**src/sv/jdsu_pkg.sv**
```systemverilog
package jdsu_pkg;

  // Byte codes the matcher looks for.
  localparam logic [7:0] ChQuote  = 8'h22;
  localparam logic [7:0] ChColon  = 8'h3A;
  localparam logic [7:0] ChBslash = 8'h5C;
  localparam logic [7:0] WsMax    = 8'h20;

  // The quoted key "data", quotes included.
  localparam int unsigned KeyLen = 6;
  localparam int unsigned KeyCntW = $clog2(KeyLen);

  typedef logic [KeyCntW-1:0] key_cnt_t;

  // Character of the key at a given position; positions past the end never match.
  function automatic logic [7:0] key_char(input key_cnt_t idx);
    logic [7:0] c;
    case (idx)
      3'd0:    c = ChQuote;
      3'd1:    c = 8'h64;
      3'd2:    c = 8'h61;
      3'd3:    c = 8'h74;
      3'd4:    c = 8'h61;
      3'd5:    c = ChQuote;
      default: c = 8'h00;
    endcase
    return c;
  endfunction

endpackage

```
**src/sv/json_data_string_unwrapper_core.sv**
```systemverilog
// Channel  | Direction | Handshake              | Payload
// ---------+-----------+------------------------+------------------------------------------
// in       | input     | in_valid_i/in_ready_o  | in_byte_i, in_last_i
// out      | output    | out_valid_o/out_ready_i| out_byte_o, out_keep_o, out_last_o,
//          |           |                        | out_unterminated_o
//
// One byte per cycle; each request's result appears in the cycle after acceptance.
// Latency is set by the single output register behind the state update logic.
// The block takes a new byte whenever the output register is empty or is drained
// in the same cycle, so a stalled output holds the input back.
// Reset returns the matcher to the key search with no partial match; no clearing pass.
module json_data_string_unwrapper_core (
  input  logic       clk_i,
  input  logic       rst_ni,
  input  logic       in_valid_i,
  output logic       in_ready_o,
  input  logic [7:0] in_byte_i,
  input  logic       in_last_i,
  output logic       out_valid_o,
  input  logic       out_ready_i,
  output logic [7:0] out_byte_o,
  output logic       out_keep_o,
  output logic       out_last_o,
  output logic       out_unterminated_o
);
  import jdsu_pkg::*;

  typedef enum logic [2:0] {
    PH_SEARCH,
    PH_COLON,
    PH_QUOTE,
    PH_STRING,
    PH_ESCAPE
  } phase_e;

  phase_e     phase_q, phase_d;
  key_cnt_t   key_cnt_q, key_cnt_d;
  logic       out_valid_q;
  logic [7:0] out_byte_q;
  logic       out_keep_q, out_last_q, out_unterm_q;
  logic       keep_d, unterm_d;
  logic       accept;

  // The output register is free when empty or being drained.
  assign in_ready_o = !out_valid_q || out_ready_i;
  assign accept     = in_valid_i && in_ready_o;

  // Key matcher and string scanner for one byte.
  always_comb begin
    key_cnt_t k;
    logic     hit;
    phase_d   = phase_q;
    key_cnt_d = key_cnt_q;
    keep_d    = 1'b1;
    unterm_d  = 1'b0;
    k         = key_cnt_q;

    // A broken colon or quote stage restarts the key match from scratch.
    if (phase_q == PH_COLON || phase_q == PH_QUOTE) begin
      k = '0;
    end
    hit = (k < key_cnt_t'(KeyLen)) && (in_byte_i == key_char(k));

    unique case (phase_q)
      PH_STRING: begin
        if (in_byte_i == ChBslash) begin
          keep_d  = 1'b0;
          phase_d = PH_ESCAPE;
        end else if (in_byte_i == ChQuote) begin
          keep_d    = 1'b0;
          phase_d   = PH_SEARCH;
          key_cnt_d = '0;
        end
      end
      PH_ESCAPE: begin
        phase_d = PH_STRING;
      end
      default: begin
        if ((phase_q == PH_COLON || phase_q == PH_QUOTE) && in_byte_i <= WsMax) begin
          // Blank bytes between key, colon and value are skipped.
          phase_d = phase_q;
        end else if (phase_q == PH_COLON && in_byte_i == ChColon) begin
          phase_d = PH_QUOTE;
        end else if (phase_q == PH_QUOTE && in_byte_i == ChQuote) begin
          keep_d  = 1'b0;
          phase_d = PH_STRING;
        end else if (hit && k == key_cnt_t'(KeyLen - 1)) begin
          phase_d   = PH_COLON;
          key_cnt_d = '0;
        end else if (hit) begin
          phase_d   = PH_SEARCH;
          key_cnt_d = k + key_cnt_t'(1);
        end else begin
          // The breaking byte may itself open a new key.
          phase_d   = PH_SEARCH;
          key_cnt_d = (in_byte_i == ChQuote) ? key_cnt_t'(1) : '0;
        end
      end
    endcase

    // Frame end: flag an open string and clear all match state.
    if (in_last_i) begin
      unterm_d  = (phase_d == PH_STRING) || (phase_d == PH_ESCAPE);
      phase_d   = PH_SEARCH;
      key_cnt_d = '0;
    end
  end

  // Matcher state advances only on accepted requests.
  always_ff @(posedge clk_i or negedge rst_ni) begin
    if (!rst_ni) begin
      phase_q     <= PH_SEARCH;
      key_cnt_q   <= '0;
      out_valid_q <= 1'b0;
    end else begin
      if (accept) begin
        phase_q   <= phase_d;
        key_cnt_q <= key_cnt_d;
      end
      if (in_ready_o) begin
        out_valid_q <= in_valid_i;
      end
    end
  end

  // Result payload register.
  always_ff @(posedge clk_i) begin
    if (accept) begin
      out_byte_q   <= keep_d ? in_byte_i : 8'h00;
      out_keep_q   <= keep_d;
      out_last_q   <= in_last_i;
      out_unterm_q <= unterm_d;
    end
  end

  assign out_valid_o        = out_valid_q;
  assign out_byte_o         = out_byte_q;
  assign out_keep_o         = out_keep_q;
  assign out_last_o         = out_last_q;
  assign out_unterminated_o = out_unterm_q;

endmodule

```
**config.mk**
```make
export PLATFORM = sky130hd
export DESIGN_NAME = json_data_string_unwrapper_core
export DESIGN_NICKNAME = d
export VERILOG_FILES = /design/src/sv/jdsu_pkg.sv /design/src/sv/json_data_string_unwrapper_core.sv
export SDC_FILE = /design/constraint.sdc
export NUM_CORES = 1
export LEC_CHECK = 0
export BUFFER_PORTS_ARGS = -buffer_cell sky130_fd_sc_hd__buf_2
export CAP_MARGIN = 20
export CORE_MARGIN = 2
export CORE_UTILIZATION = 47
export CTS_CLUSTER_SIZE = 40
export DETAILED_ROUTE_END_ITERATION = 6
export PLACE_DENSITY = 0.8
export SLEW_MARGIN = 20
export SYNTH_ARGS = -nofsm -noshare
export SYNTH_HDL_FRONTEND = slang
export SYNTH_SLANG_ARGS = --single-unit
```
**constraint.sdc**
```tcl
create_clock -name clk_i -period 2.5 [get_ports clk_i]
set_input_delay 0.25 -clock clk_i [delete_from_list [all_inputs] [get_ports clk_i]]
set_output_delay 0.25 -clock clk_i [all_outputs]
set_load 0.03 [all_outputs]
```
# Yosys cells after proc, flatten, opt, wreduce, memory -nomap -nowiden
# Cells that the tools add are included.
[word_totals] ff_bits=18 inputBits=13 output_inout_bits=13 wordCells=71
[classes] n_addsub=1 magnitude_cmp=2 eq_ne=21 n_mux=26 reduce_logical=14
[op_table] cell="$mux W3" count=13
[op_table] cell="$pmux W7 S4" count=1
[op_table] cell="$eq A8 B6 Y1 const B" count=2
[op_table] cell="$eq A3 B2 Y1 const B" count=5
[op_table] cell="$eq A3 B3 Y1 const B" count=4
[op_table] cell="$pmux W3 S2" count=2
[op_table] cell="$ne A3 B2 Y1 const B" count=3
[op_table] cell="$eq A8 B7 Y1 const B" count=1
[op_table] cell="$eq A8 B8 Y1" count=1
[op_table] cell="$le A8 B6 Y1 const B" count=1
[op_table] cell="$mux W1" count=7
[op_table] cell="$reduce_and A7 Y1" count=1
[op_table] cell="$eq A3 B1 Y1 const B" count=2
[op_table] cell="$logic_and A1 B1 Y1" count=6
[op_table] cell="$ne A3 B3 Y1 const B" count=2
[op_table] cell="$mux W2" count=2
[op_table] cell="$reduce_or A2 Y1" count=2
[op_table] cell="$add A3 B1 Y3 const B" count=1
[op_table] cell="$logic_not A3 Y1" count=1
[op_table] cell="$logic_or A1 B1 Y1" count=3
[op_table] cell="$lt A3 B3 Y1 const B" count=1
[op_table] cell="$ne A2 B2 Y1 const B" count=1
[op_table] cell="$pmux W1 S2" count=1
[op_table] cell="$logic_not A1 Y1" count=1

# Depth between registers and ports, before layout
# Gate-level depths: netlist of the first run.
[logic_depth] word_depth=16 ltp_mapped=13

# Worst setup path before layout of the first run
# OpenSTA, ideal clock, no wires.
[synth_path] path_kind="reg2reg" start="reg phase_q[1]" end="reg out_unterm_q (netlist: out_unterminated_o) (data pin)" setup_ns=0.256 arrival_time_ns=2.465 required_ns=2.244 slack_ns=-0.221 stages_incl_launch_ff=14 n_path_buf=1 synth_period_minus_slack_ns=2.721 cell_sequence="dfrtp_1 buf_2 xnor2_1 o21ai_0 inv_1 ha_1 ha_1 xnor2_1 nand3_1 a211oi_1 mux2_2 o211a_1 a211o_1 o211a_1"
[synth_via] elab_chain_cells=16
[synth_rtl] item="start: declaration" line_no="json_data_string_unwrapper_core.sv:36" rtl="phase_e phase_q, phase_d;"
[synth_rtl] item="start signal: assignment" line_no="json_data_string_unwrapper_core.sv:117" rtl="phase_q <= phase_d;"
[synth_rtl] item="$eq A3 B1 Y1 or $eq A3 B2 Y1 (tied branches)"
[synth_rtl] item="$logic_or A1 B1 Y1" line_no="json_data_string_unwrapper_core.sv:59, json_data_string_unwrapper_core.sv:79"
[synth_rtl] item="$mux W3" line_no="json_data_string_unwrapper_core.sv:59" rtl="if (phase_q == PH_COLON || phase_q == PH_QUOTE) begin"
[synth_rtl] item="$eq A3 B3 Y1 (tied with other cells)" line_no="jdsu_pkg.sv:18, json_data_string_unwrapper_core.sv:87"
[synth_rtl] item="$reduce_or A2 Y1 (no source line)"
[synth_rtl] item="$pmux W7 S4" line_no="jdsu_pkg.sv:18" rtl="case (idx)"
[synth_rtl] item="$eq A8 B8 Y1" line_no="json_data_string_unwrapper_core.sv:62" rtl="hit = (k < key_cnt_t'(KeyLen)) && (in_byte_i == key_char(k));"
[synth_rtl] item="$logic_and A1 B1 Y1" line_no="json_data_string_unwrapper_core.sv:62"
[synth_rtl] item="$logic_and A1 B1 Y1" line_no="json_data_string_unwrapper_core.sv:87" rtl="end else if (hit && k == key_cnt_t'(KeyLen - 1)) begin"
[synth_rtl] item="$mux W1" line_no="json_data_string_unwrapper_core.sv:87"
[synth_rtl] item="$mux W2" line_no="json_data_string_unwrapper_core.sv:84" rtl="end else if (phase_q == PH_QUOTE && in_byte_i == ChQuote) begin"
[synth_rtl] item="$mux W2" line_no="json_data_string_unwrapper_core.sv:82" rtl="end else if (phase_q == PH_COLON && in_byte_i == ChColon) begin"
[synth_rtl] item="$mux W3" line_no="json_data_string_unwrapper_core.sv:79" rtl="if ((phase_q == PH_COLON || phase_q == PH_QUOTE) && in_byte_i <= WsMax) begin"
[synth_rtl] item="$pmux W3 S2 *" line_no="json_data_string_unwrapper_core.sv:64" rtl="unique case (phase_q)"
[synth_rtl] item="$eq A3 B2 Y1 or $eq A3 B3 Y1 (tied branches)" line_no="json_data_string_unwrapper_core.sv:103" rtl="unterm_d = (phase_d == PH_STRING) || (phase_d == PH_ESCAPE);"
[synth_rtl] item="$logic_or A1 B1 Y1 *" line_no="json_data_string_unwrapper_core.sv:103"
[synth_rtl] item="end signal: assignment" line_no="json_data_string_unwrapper_core.sv:132" rtl="out_unterm_q <= unterm_d;"
[synth_rtl] item="end: declaration" line_no="json_data_string_unwrapper_core.sv:40" rtl="logic out_keep_q, out_last_q, out_unterm_q;"
# Mark *: on every way between the ends. The rest lies on a longest branch, timed or not.
# A chain may end at the register's enable or synchronous reset.

# Worst setup path in the final report of the first run
[layout_path] start="reg phase_q[0]" end="reg out_unterm_q (netlist: out_unterminated_o) (data pin)"
# The elaborated chain is that of the path after synthesis.

==> run metrics, run 1 <==
Crit. End Element flop; Max Freq 397 MHz; post-layout net count 171; Multi-input gate area 598 um^2; area share of the largest cell type after synthesis 29.7%; Primary FF master, synth edfxtp_1; hold slack 0.155 ns; RSZ-0062 raised after global routing yes; Area contributors post-synth edfxtp_1 (30%), dfrtp_1 (16%), nor2_1 (5.7%); CP cell instances xnor2_2 > nor2_1 > nor2_2 > ha_2 > ha_4 > xnor2_2 > nand4_1 > a21oi_1 > mux2_2 > o211a_1 > a211o_1 > o211a_1; ys async rst share 38.9%; CTS tree built; HPWL after DPL 1880 um; Die Span Y 52.7 um; post-route minimum period 2.52 ns; WP data arrival 2.58 ns; Crit-path slowest cell dfrtp_1; clock-pin slew on the worst setup and hold paths 0.10 ns; setup tns final -0.0191 ns; Slew Limit Fails 0; fin crit share 101%; Vias/cell 5.63; synthesized area per cell 9.60 um^2; vias in the first global route 980; Final ANT Viol Nets 0; Routed Wire Length 2450 um; final worst setup slack -0.0191 ns; Sw Share 26.1%; global-route wire length before repair 4110 um; logic gate share of total power 13.8%; Fillers 194; # DRC 0; slowest stage delay, CP 0.42 ns; core area 2230 um^2; # clock sinks 18; fin cells 180; drt pass-1 iters 4; Slew @ Worst Pin 0.576 ns; Slew Limit Headroom 61.6%; crit-path max FO 3; Max Cap Viol 0; Syn Inst Count 116; failing checks setup timing; setup violators final 1; Yosys cell types 40; clk_skew 0.00627 ns; Mapped Nets 134; Worst VDD drop 292 uV; Num CTS Buffers 3; placed cell count 173; Die ar. 2770 um^2; synthesized area 1110 um^2; Clk pwr share 31.2%; proportion of layout cells with a drive suffix above 1 34.2%; Worst Path Required 2.57 ns; Sequential Power Share 55.0%; flip-flop and latch area 505 um^2; Net Sw Power 0.000157 W; Synth warnings 0; most frequent cells in the layout buf_2 (25), nor2_1 (16), edfxtp_1 (11); grt total ovfl 0; Diodes inserted 0; Die Wd 52.7 um; Overall Global Routing Usage 20.1%; Avg WL per Cell 13.6 um; port bufs 25; Hold Vio Cnt, Final 0; status finished, violations left; P_leak 0.649 nW; gpl congestion 0.821; Starting Density 49.9%; number of flops mapped to enable cells by yosys 11; design area 1420 um^2; Pint 0.000443 W; flops & latches, synth 18; post-synthesis sequential area ratio 45.4%; largest net degree at the start of global routing 16; CP startpoint kind flop; Synth area leader edfxtp_1; power per cell area 422 nW/um^2; DRT iter0 DRCs 18; most common cell after layout, fill and taps aside buf_2; via count 1014; Clock Latency Late Sink 0.30 ns; initial antenna violation count 0; clk buf depth 2; depth of the CTS H-tree 1; Placed Area 1330 um^2; Clk Tree Root Cell clkbuf_4; Worst Hold Class in2reg; Row Count 17; area delta synth->final 27.5%; Crit Path Category reg2reg; io pins 26; total power 0.000599 W
[registers in the layout (all words and copies together) (netlist names)]
| signal | cells |
|---|---|
| out_byte_o | 8 |
| key_cnt_q | 3 |
| phase_q | 3 |
| out_keep_o | 1 |
| out_last_o | 1 |
| out_unterminated_o | 1 |
| out_valid_o | 1 |
[metrics by stage]
stage | utilization [%] | setup slack, ns
3_3_place_gp | 59.7 | -0.00933
6_report | 63.6 | -0.0191
5_1_grt | 63.6 | -0.174
2_1_floorplan | - | 0.00227
3_5_place_dp | 59.7 | -0.118
4_1_cts | 63.5 | -0.0231
[cells by family (layout without fill, tap and decap cells)]
kind of cell,count (synthesis),after routing,synth area share [%]
and+or+nand+nor,45,45,20.3
AOI/OAI and AO/OA,28,28,18.0
DFF,18,18,45.4
buffers and inverters,13,49,4.61
adders and majority gates,5,5,5.62
muxes,4,4,3.71
xor gates and xnor gates,3,3,2.36
[synthesized netlist by cell type (3+ instances only)]
library cell	number
nand3_1	3
edfxtp_1	11
clkbuf_1	3
o21ai_0	6
dfrtp_1	7
ha_1	5
mux2i_1	3
inv_1	8
nor2b_1	6
a21oi_1	5
nor2_1	17
nand2_1	7
[worst max-delay path, delay by kind of cell (launching register included)]
kind	cells	cell delay, ns
AO/OA/AOI/OAI	4	0.59
flip-flops	1	0.42
adder cells (fa/ha/maj)	2	0.39
AND/OR/NAND/NOR	3	0.33
XOR/XNOR	2	0.30
multiplexers	1	0.26
[final cells by class]
| class | instances | area share [%] |
|---|---|---|
| inverter | 9 | 2.47 |
| sequential | 18 | 35.6 |
| multi-input combinational | 85 | 42.1 |
| timing repair buffer | 36 | 14.8 |
| tap | 28 | 2.47 |
| clock buffer | 4 | 2.56 |
[power by group through the flow]
| stage | Sequential (W) | Combinational (W) | Clock [W] |
|---|---|---|---|
| detailed placement | 0.000336 | 0.0000809 | 0 |
| global route | 0.000331 | 0.0000910 | 0.000201 |
| global placement | 0.000336 | 0.0000794 | 0 |
| CTS | 0.000330 | 0.0000832 | 0.000191 |
| floorplan | 0.000357 | 0.0000263 | 0 |
| finish | 0.000330 | 0.0000828 | 0.000187 |
[metal layers]
layer	global-route usage (%)	vias to the layer above	share of wire, %
met5	0	-	0
met4	6.41	0	1.5
met3	2.86	7	6.2
met2	36.7	41	49
met1	24.1	472	43
li1	-	494	-
[final timing paths]
kind | from | end | slack [ns] | cells past startpoint
worst max register to register | phase_q[0] | out_unterminated_o | -0.02 | 12
min in group asynchronous | rst_ni | key_cnt_q[0] | 0.29 | 2
max in group asynchronous | rst_ni | phase_q[0] | 2.06 | 2
worst min-delay path | in_valid_i | out_valid_o | 0.16 | 2
worst max-delay path | phase_q[0] | out_unterminated_o | -0.02 | 12
worst min register to register | key_cnt_q[2] | key_cnt_q[2] | 0.50 | 2
[what timing repair did]
item | 4_1_cts | 5_1_grt
setup buffers | 2 | 0
setup endpoints to repair | 5 | 5
endpoints found under the hold margin | 7 | 0
resized for setup | 5 | 4
hold buffers | 1 | 0
pin swaps | 6 | 3
Note: power is estimated with default switching activity, not from simulation.
==> run 2: changes to the inputs <==
PLACE_DENSITY = not set   (was 0.8)
PLACE_DENSITY_LB_ADDON = 0.05   (was not set)
SLEW_MARGIN = 10   (was 20)
==> run 2 against run 1 <==
Effect of this change:
- the flow still finishes with violations (setup timing)
- setup slack better by 0.014 ns
- clock skew is 0.0052 ns lower
- via count is 5.0% lower
- critical path depth stayed put
- utilization is 0.73 points higher
- sequential cell count stayed put
- global-route usage is 0.95 points lower
- combinational power hardly changed
- power is 0.55% lower
==> run metrics, run 2 (synthesis gave the netlist of run 1 again) <==
status finished, violations left; failing checks setup timing; Clk Tree Root Cell clkbuf_4; initial antenna violation count 0 (unchanged); Hold Crit Start in_valid_i; max FFs per register 8 (unchanged); HPWL after DPL 1750 um (-6.8%); fin crit share 100% (-0.58 points); RSZ-0062 raised after global routing yes; Net Sw Power 0.000153 W (-2.2%); crit-path leading delay family compound AO/OA/AOI/OAI gates; Worst Path Required 2.56 ns (about the same); logic gate share of total power 13.9% (about the same); CTS tree built; gpl congestion 0.763 (-7.0%); most common cell after layout, fill and taps aside buf_2; most frequent cells in the layout buf_2 (25), nor2_1 (16), edfxtp_1 (11), buf_4 (11); metal3 WL 111 um (-26%); WP data arrival 2.57 ns (about the same); core area 2230 um^2 (unchanged); Avg WL per Cell 12.7 um (-7.1%); port bufs 25 (unchanged); Slew Limit Headroom 62.0% (+0.36 points); Hold Vio Cnt, Final 0 (unchanged); hold slack 0.153 ns (-0.00237 ns); Max Cap Viol 0 (unchanged); Crit-path slowest cell dfrtp_1; Max Freq 399 MHz (+0.58%); Vias/cell 5.32 (-5.6%); depth of the CTS H-tree 1 (unchanged); Pint 0.000443 W (about the same); DRT iter0 DRCs 30 (+12); Worst Hold Class in2reg; Sequential Power Share 55.3% (+0.3 points); via count 963 (-5.0%); Placed Area 1330 um^2 (unchanged); Slew Limit Fails 0 (unchanged); clk_skew 0.00103 ns (-0.00524 ns); max layer used met4; Die Span Y 52.7 um (unchanged); metal1 wirelength 1080 um (+2.6%); slowest stage delay, CP 0.42 ns (about the same); # clock sinks 18 (unchanged); Row Count 17 (unchanged); crit-path max FO 3 (unchanged); global-route wire length before repair 3910 um (-4.9%); Num CTS Buffers 3 (unchanged); # DRC 0 (unchanged); Slew @ Worst Pin 0.570 ns (-0.00537 ns); Clock Latency Late Sink 0.30 ns (about the same); Starting Density 49.9% (unchanged); total power 0.000596 W (-0.55%); clock-pin slew on the worst setup and hold paths 0.11 ns (about the same); proportion of layout cells with a drive suffix above 1 34.6% (+0.43 points); Crit Path Category reg2reg; clk buf depth 2 (unchanged); vias in the first global route 878 (-10%); power per cell area 415 nW/um^2 (-1.7%); drt pass-1 iters 4 (unchanged); placed cell count 173 (unchanged); Routed Wire Length 2290 um (-6.6%); origin of the critical flop-to-flop path phase_q[0]; CP startpoint kind flop; Worst VDD drop 306 uV (+4.8%); Clk pwr share 30.8% (-0.4 points); area delta synth->final 29.0%; post-route minimum period 2.50 ns (-0.0145 ns); Final ANT Viol Nets 0 (unchanged); Sw Share 25.7% (-0.44 points); Crit. End Element flop; final worst setup slack -0.00461 ns (+0.0145 ns); fin cells 181 (+0.56%); post-layout net count 172 (+0.58%); setup violators final 1 (unchanged); CP cell instances xnor2_2 > o21ai_2 > inv_2 > ha_2 > ha_4 > xnor2_2 > nand4_1 > a21oi_1 > mux2_4 > o211a_1 > a211o_1 > o211a_1; Overall Global Routing Usage 19.2% (-0.95 points); largest net degree at the start of global routing 16 (unchanged); Diodes inserted 0 (unchanged); Die ar. 2770 um^2 (unchanged); CP bufs+invs 1 (+1); Die Wd 52.7 um (unchanged); io pins 26 (unchanged); critical path launch point phase_q[0]; design area 1440 um^2 (+1.1%); WL met2 1060 um (-12%); grt total ovfl 0 (unchanged); P_leak 0.656 nW (+1.1%)
[run 2: cell types whose count changed in the layout (fill, tap and decap cells not counted)]
cell,delta
a211oi_1,-1
a211oi_2,+1
buf_4,+1
inv_1,+1
inv_2,-1
mux2_2,-1
mux2_4,+1
[run 2: layout make-up]
cell class | count | area, um^2
sequential | 18 | 505
fill | 184 | 797
clock buffer | 4 | 36.3
tap | 28 | 35.0
inverter | 9 | 35.0
timing repair buffer | 37 | 218
multi-input combinational | 85 | 607
[run 2: repair_timing]
| item | in CTS | in global routing |
|---|---|---|
| pin swaps | 5 | 4 |
| hold buffers | 1 | 0 |
| buffers inserted | 1 | 2 |
| setup endpoints to repair | 5 | 5 |
| gates resized for setup | 6 | 4 |
| endpoints found under the hold margin | 7 | 0 |
[run 2: final timing paths]
kind,slack (ns),to,depth (start not counted)
setup / recovery,-0.005,out_unterminated_o,12
hold / removal,0.15,out_valid_o,2
setup reg to reg,-0.005,out_unterminated_o,12
hold reg to reg,0.50,key_cnt_q[2],2
max in group asynchronous,2.05,phase_q[0],2
min in group asynchronous,0.30,key_cnt_q[0],2
[run 2: worst register-to-register path, stage by stage (launching register included)]
cell and delay, ns:
dfrtp_1 0.42, xnor2_2 0.17, o21ai_2 0.15, inv_2 0.07, ha_2 0.19, ha_4 0.17
xnor2_2 0.13, nand4_1 0.10, a21oi_1 0.05, mux2_4 0.27, o211a_1 0.14, a211o_1 0.28
o211a_1 0.13
[run 2: routing by layer]
| layer | track usage [%] | vias up |
|---|---|---|
| li1 | - | 492 |
| met1 | 24.7 | 439 |
| met2 | 32.1 | 28 |
| met3 | 2.86 | 4 |
| met4 | 7.69 | 0 |
| met5 | 0 | - |
[run 2: metrics by stage]
step                      worst slack [ns]   TNS, ns  util (%)
after floorplan                    0.00227         0         -
after global placement             -0.0269   -0.0301      59.7
after detailed placement           -0.0952    -0.322      59.7
after CTS                          0.00189         0      63.2
after global routing                -0.198    -0.897      64.3
final                             -0.00461  -0.00461      64.3
[run 2: power groups by stage]
| stage | sequential (W) | clock, W | combinational, W |
|---|---|---|---|
| finish | 0.000330 | 0.000184 | 0.0000826 |
| global route | 0.000331 | 0.000197 | 0.0000922 |
| CTS | 0.000330 | 0.000186 | 0.0000823 |
| detailed placement | 0.000337 | 0 | 0.0000801 |
| global placement | 0.000336 | 0 | 0.0000798 |
| floorplan | 0.000357 | 0 | 0.0000263 |
==> run 3: changes to the inputs <==
CORE_UTILIZATION = 52   (was 47)
CTS_CLUSTER_DIAMETER = 40   (was not set)
clock period = 2.69 ns   (was 2.5 ns; I/O delays follow)
==> run 3 against run 2 <==
Effect of this change:
- the flow now finishes without violations
- clock skew rose by 0.0048 ns
- final area fell by 3.1%
- utilization rose by 5.9 points
- worst hold slack improved by 0.023 ns
- setup slack improved by 0.085 ns
- clock power fell by 26%
- combinational power fell by 7.6%
- sequential cell count did not move
- largest power group unchanged
- highest routed layer unchanged
==> run metrics, run 3 (synthesis gave the netlist of run 1 again) <==
status completed; Crit-path slowest cell dfrtp_1; Clock Latency Late Sink 0.29 ns (about the same); crit-path leading delay family compound AO/OA/AOI/OAI gates; setup tns final 0 ns (+0.00461 ns); P_leak 0.635 nW (-3.1%); Starting Density 56.2% (+6.3 points); Diodes inserted 0 (unchanged); setup violators final 0 (-1); gpl congestion 0.879 (+15%); DRT iter0 DRCs 29 (-3.3%); Crit. End Element flop; WP data arrival 2.67 ns (+0.10 ns); Hold Vio Cnt, Final 0 (unchanged); worst r2r path cells 12 (unchanged); largest net degree at the start of global routing 16 (unchanged); Worst Path Required 2.75 ns (+0.19 ns); via count 984 (+2.2%); port bufs 25 (unchanged); clk buf depth 2 (unchanged); Levels on crit path 12 (unchanged); CP startpoint kind flop; Die Span Y 50.3 um (-4.6%); Fillers 140 (-24%); FF-to-FF End out_unterminated_o; depth of the CTS H-tree 1 (unchanged); Finished Core Util 70.2% (+5.9 points); placed cell count 170 (-1.7%); Placed Area 1300 um^2 (-2.4%); Slew @ Worst Pin 0.594 ns (+0.0232 ns); final worst setup slack 0.0808 ns (+0.0854 ns); Vias/cell 5.56 (+4.5%); pre-CTS setup slack 0.0540 ns (+0.149 ns); proportion of layout cells with a drive suffix above 1 30.0% (-4.6 points); origin of the critical flop-to-flop path phase_q[0]; area delta synth->final 24.9%; Row Count 16 (-1); clock-pin slew on the worst setup and hold paths 0.10 ns (about the same); crit-path max FO 5 (+2); grt total ovfl 0 (unchanged); CP cell instances xnor2_2 > o21ai_1 > inv_1 > ha_2 > ha_4 > xnor2_2 > nand4_1 > a21oi_1 > mux2_2 > o211a_1 > a211o_1 > o211a_1; most frequent cells in the layout buf_2 (25), nor2_1 (16), edfxtp_1 (11); Slew Limit Fails 0 (unchanged); slowest stage delay, CP 0.42 ns (about the same); Hold Path Sink out_valid_o; Num CTS Buffers 3 (unchanged); Die ar. 2530 um^2 (-8.9%); Clk Tree Root Cell clkbuf_4; Die Wd 50.3 um (-4.6%); Slew Limit Headroom 60.1% (-1.9 points); global-route wire length before repair 3800 um (-2.7%); Hold Crit Start in_valid_i; post-layout net count 169 (-1.7%); power per cell area 374 nW/um^2 (-9.9%); Crit Path Category reg2reg; Worst VDD drop 250 uV (-18%); CTS tree built; design area 1390 um^2 (-3.1%); Hold Path Depth 2 (unchanged); flip-flop and latch area 505 um^2 (unchanged); Worst Hold Class in2reg; Avg WL per Cell 13.3 um (+5.4%); clk_skew 0.00581 ns (+0.00478 ns); io pins 26 (unchanged); vias in the first global route 931 (+6.0%); reg-to-reg setup timing slack 0.08 ns (+0.09 ns); fin cells 177 (-2.2%); max FFs per register 8 (unchanged); initial antenna violation count 0 (unchanged); most common cell after layout, fill and taps aside buf_2; # DRC 0 (unchanged); drt pass-1 iters 4 (unchanged); Max Cap Viol 0 (unchanged); core area 1980 um^2 (-11%); Routed Wire Length 2360 um (+3.1%); # clock sinks 18 (unchanged); Max Freq 383 MHz (-4.0%); HPWL after DPL 1720 um (-2.0%); Overall Global Routing Usage 19.2% (+0.042 points); post-route minimum period 2.61 ns (+0.105 ns); CP bufs+invs 1 (unchanged); Multi-input gate area 596 um^2 (-1.9%); fin crit share 97.0% (-3.2 points); Final ANT Viol Nets 0 (unchanged)
==> run 3: cell count changes in the layout (fill, tap and decap cells not counted), sizes merged <==
cell,delta
clkbuf,-1
buf,-3
clkinv,+1
==> run 3: layout make-up <==
| class | count | share of cell area [%] |
|---|---|---|
| Clock buffer | 3 | 1.62 |
| Clock inverter | 1 | 0.270 |
| Inverter | 9 | 2.52 |
| Multi-Input combinational cell | 85 | 42.8 |
| Sequential cell | 18 | 36.3 |
| Tap cell | 27 | 2.43 |
| Timing Repair Buffer | 34 | 14.0 |
==> run 3: through the flow <==
| step | hold WS [ns] | power [W] |
|---|---|---|
| 6_report | 0.175 | 0.000520 |
| 3_5_place_dp | 0.104 | 0.000386 |
| 2_1_floorplan | -0.0266 | 0.000356 |
| 3_3_place_gp | 0.102 | 0.000386 |
| 5_1_grt | 0.205 | 0.000539 |
| 4_1_cts | 0.170 | 0.000521 |
==> run 3: where the power goes <==
| group | internal (W) | total [W] | switching [W] |
|---|---|---|---|
| logic | 0.0000239 | 0.0000763 | 0.0000525 |
| clock network | 0.0000540 | 0.000137 | 0.0000833 |
| registers | 0.000304 | 0.000306 | 0.00000198 |
==> run 3: worst max path at each step <==
stage,start,endpoint
global route,phase_q[1],out_unterminated_o
detailed placement,phase_q[1],out_unterminated_o
CTS,phase_q[0],out_unterminated_o
global placement,phase_q[1],out_unterminated_o
finish,phase_q[0],out_unterminated_o
floorplan,phase_q[1],out_unterminated_o
==> run 3: layer usage <==
metal	vias to the layer above	wire [um]	global-route usage [%]	part of all wire [%]
li1	490	-	-	-
met1	444	1030	23.7	44
met2	44	1130	34.4	48
met3	6	168	2.38	7.1
met4	0	29	6.48	1.2
met5	-	0	0	0
==> run 3: repair_timing <==
action / CTS / global route
buffers inserted: 0 / 2
endpoints found under the setup margin: 0 / 5
hold endpoints to repair: 7 / 0
gates resized for setup: 0 / 9
hold buffers: 1 / 0
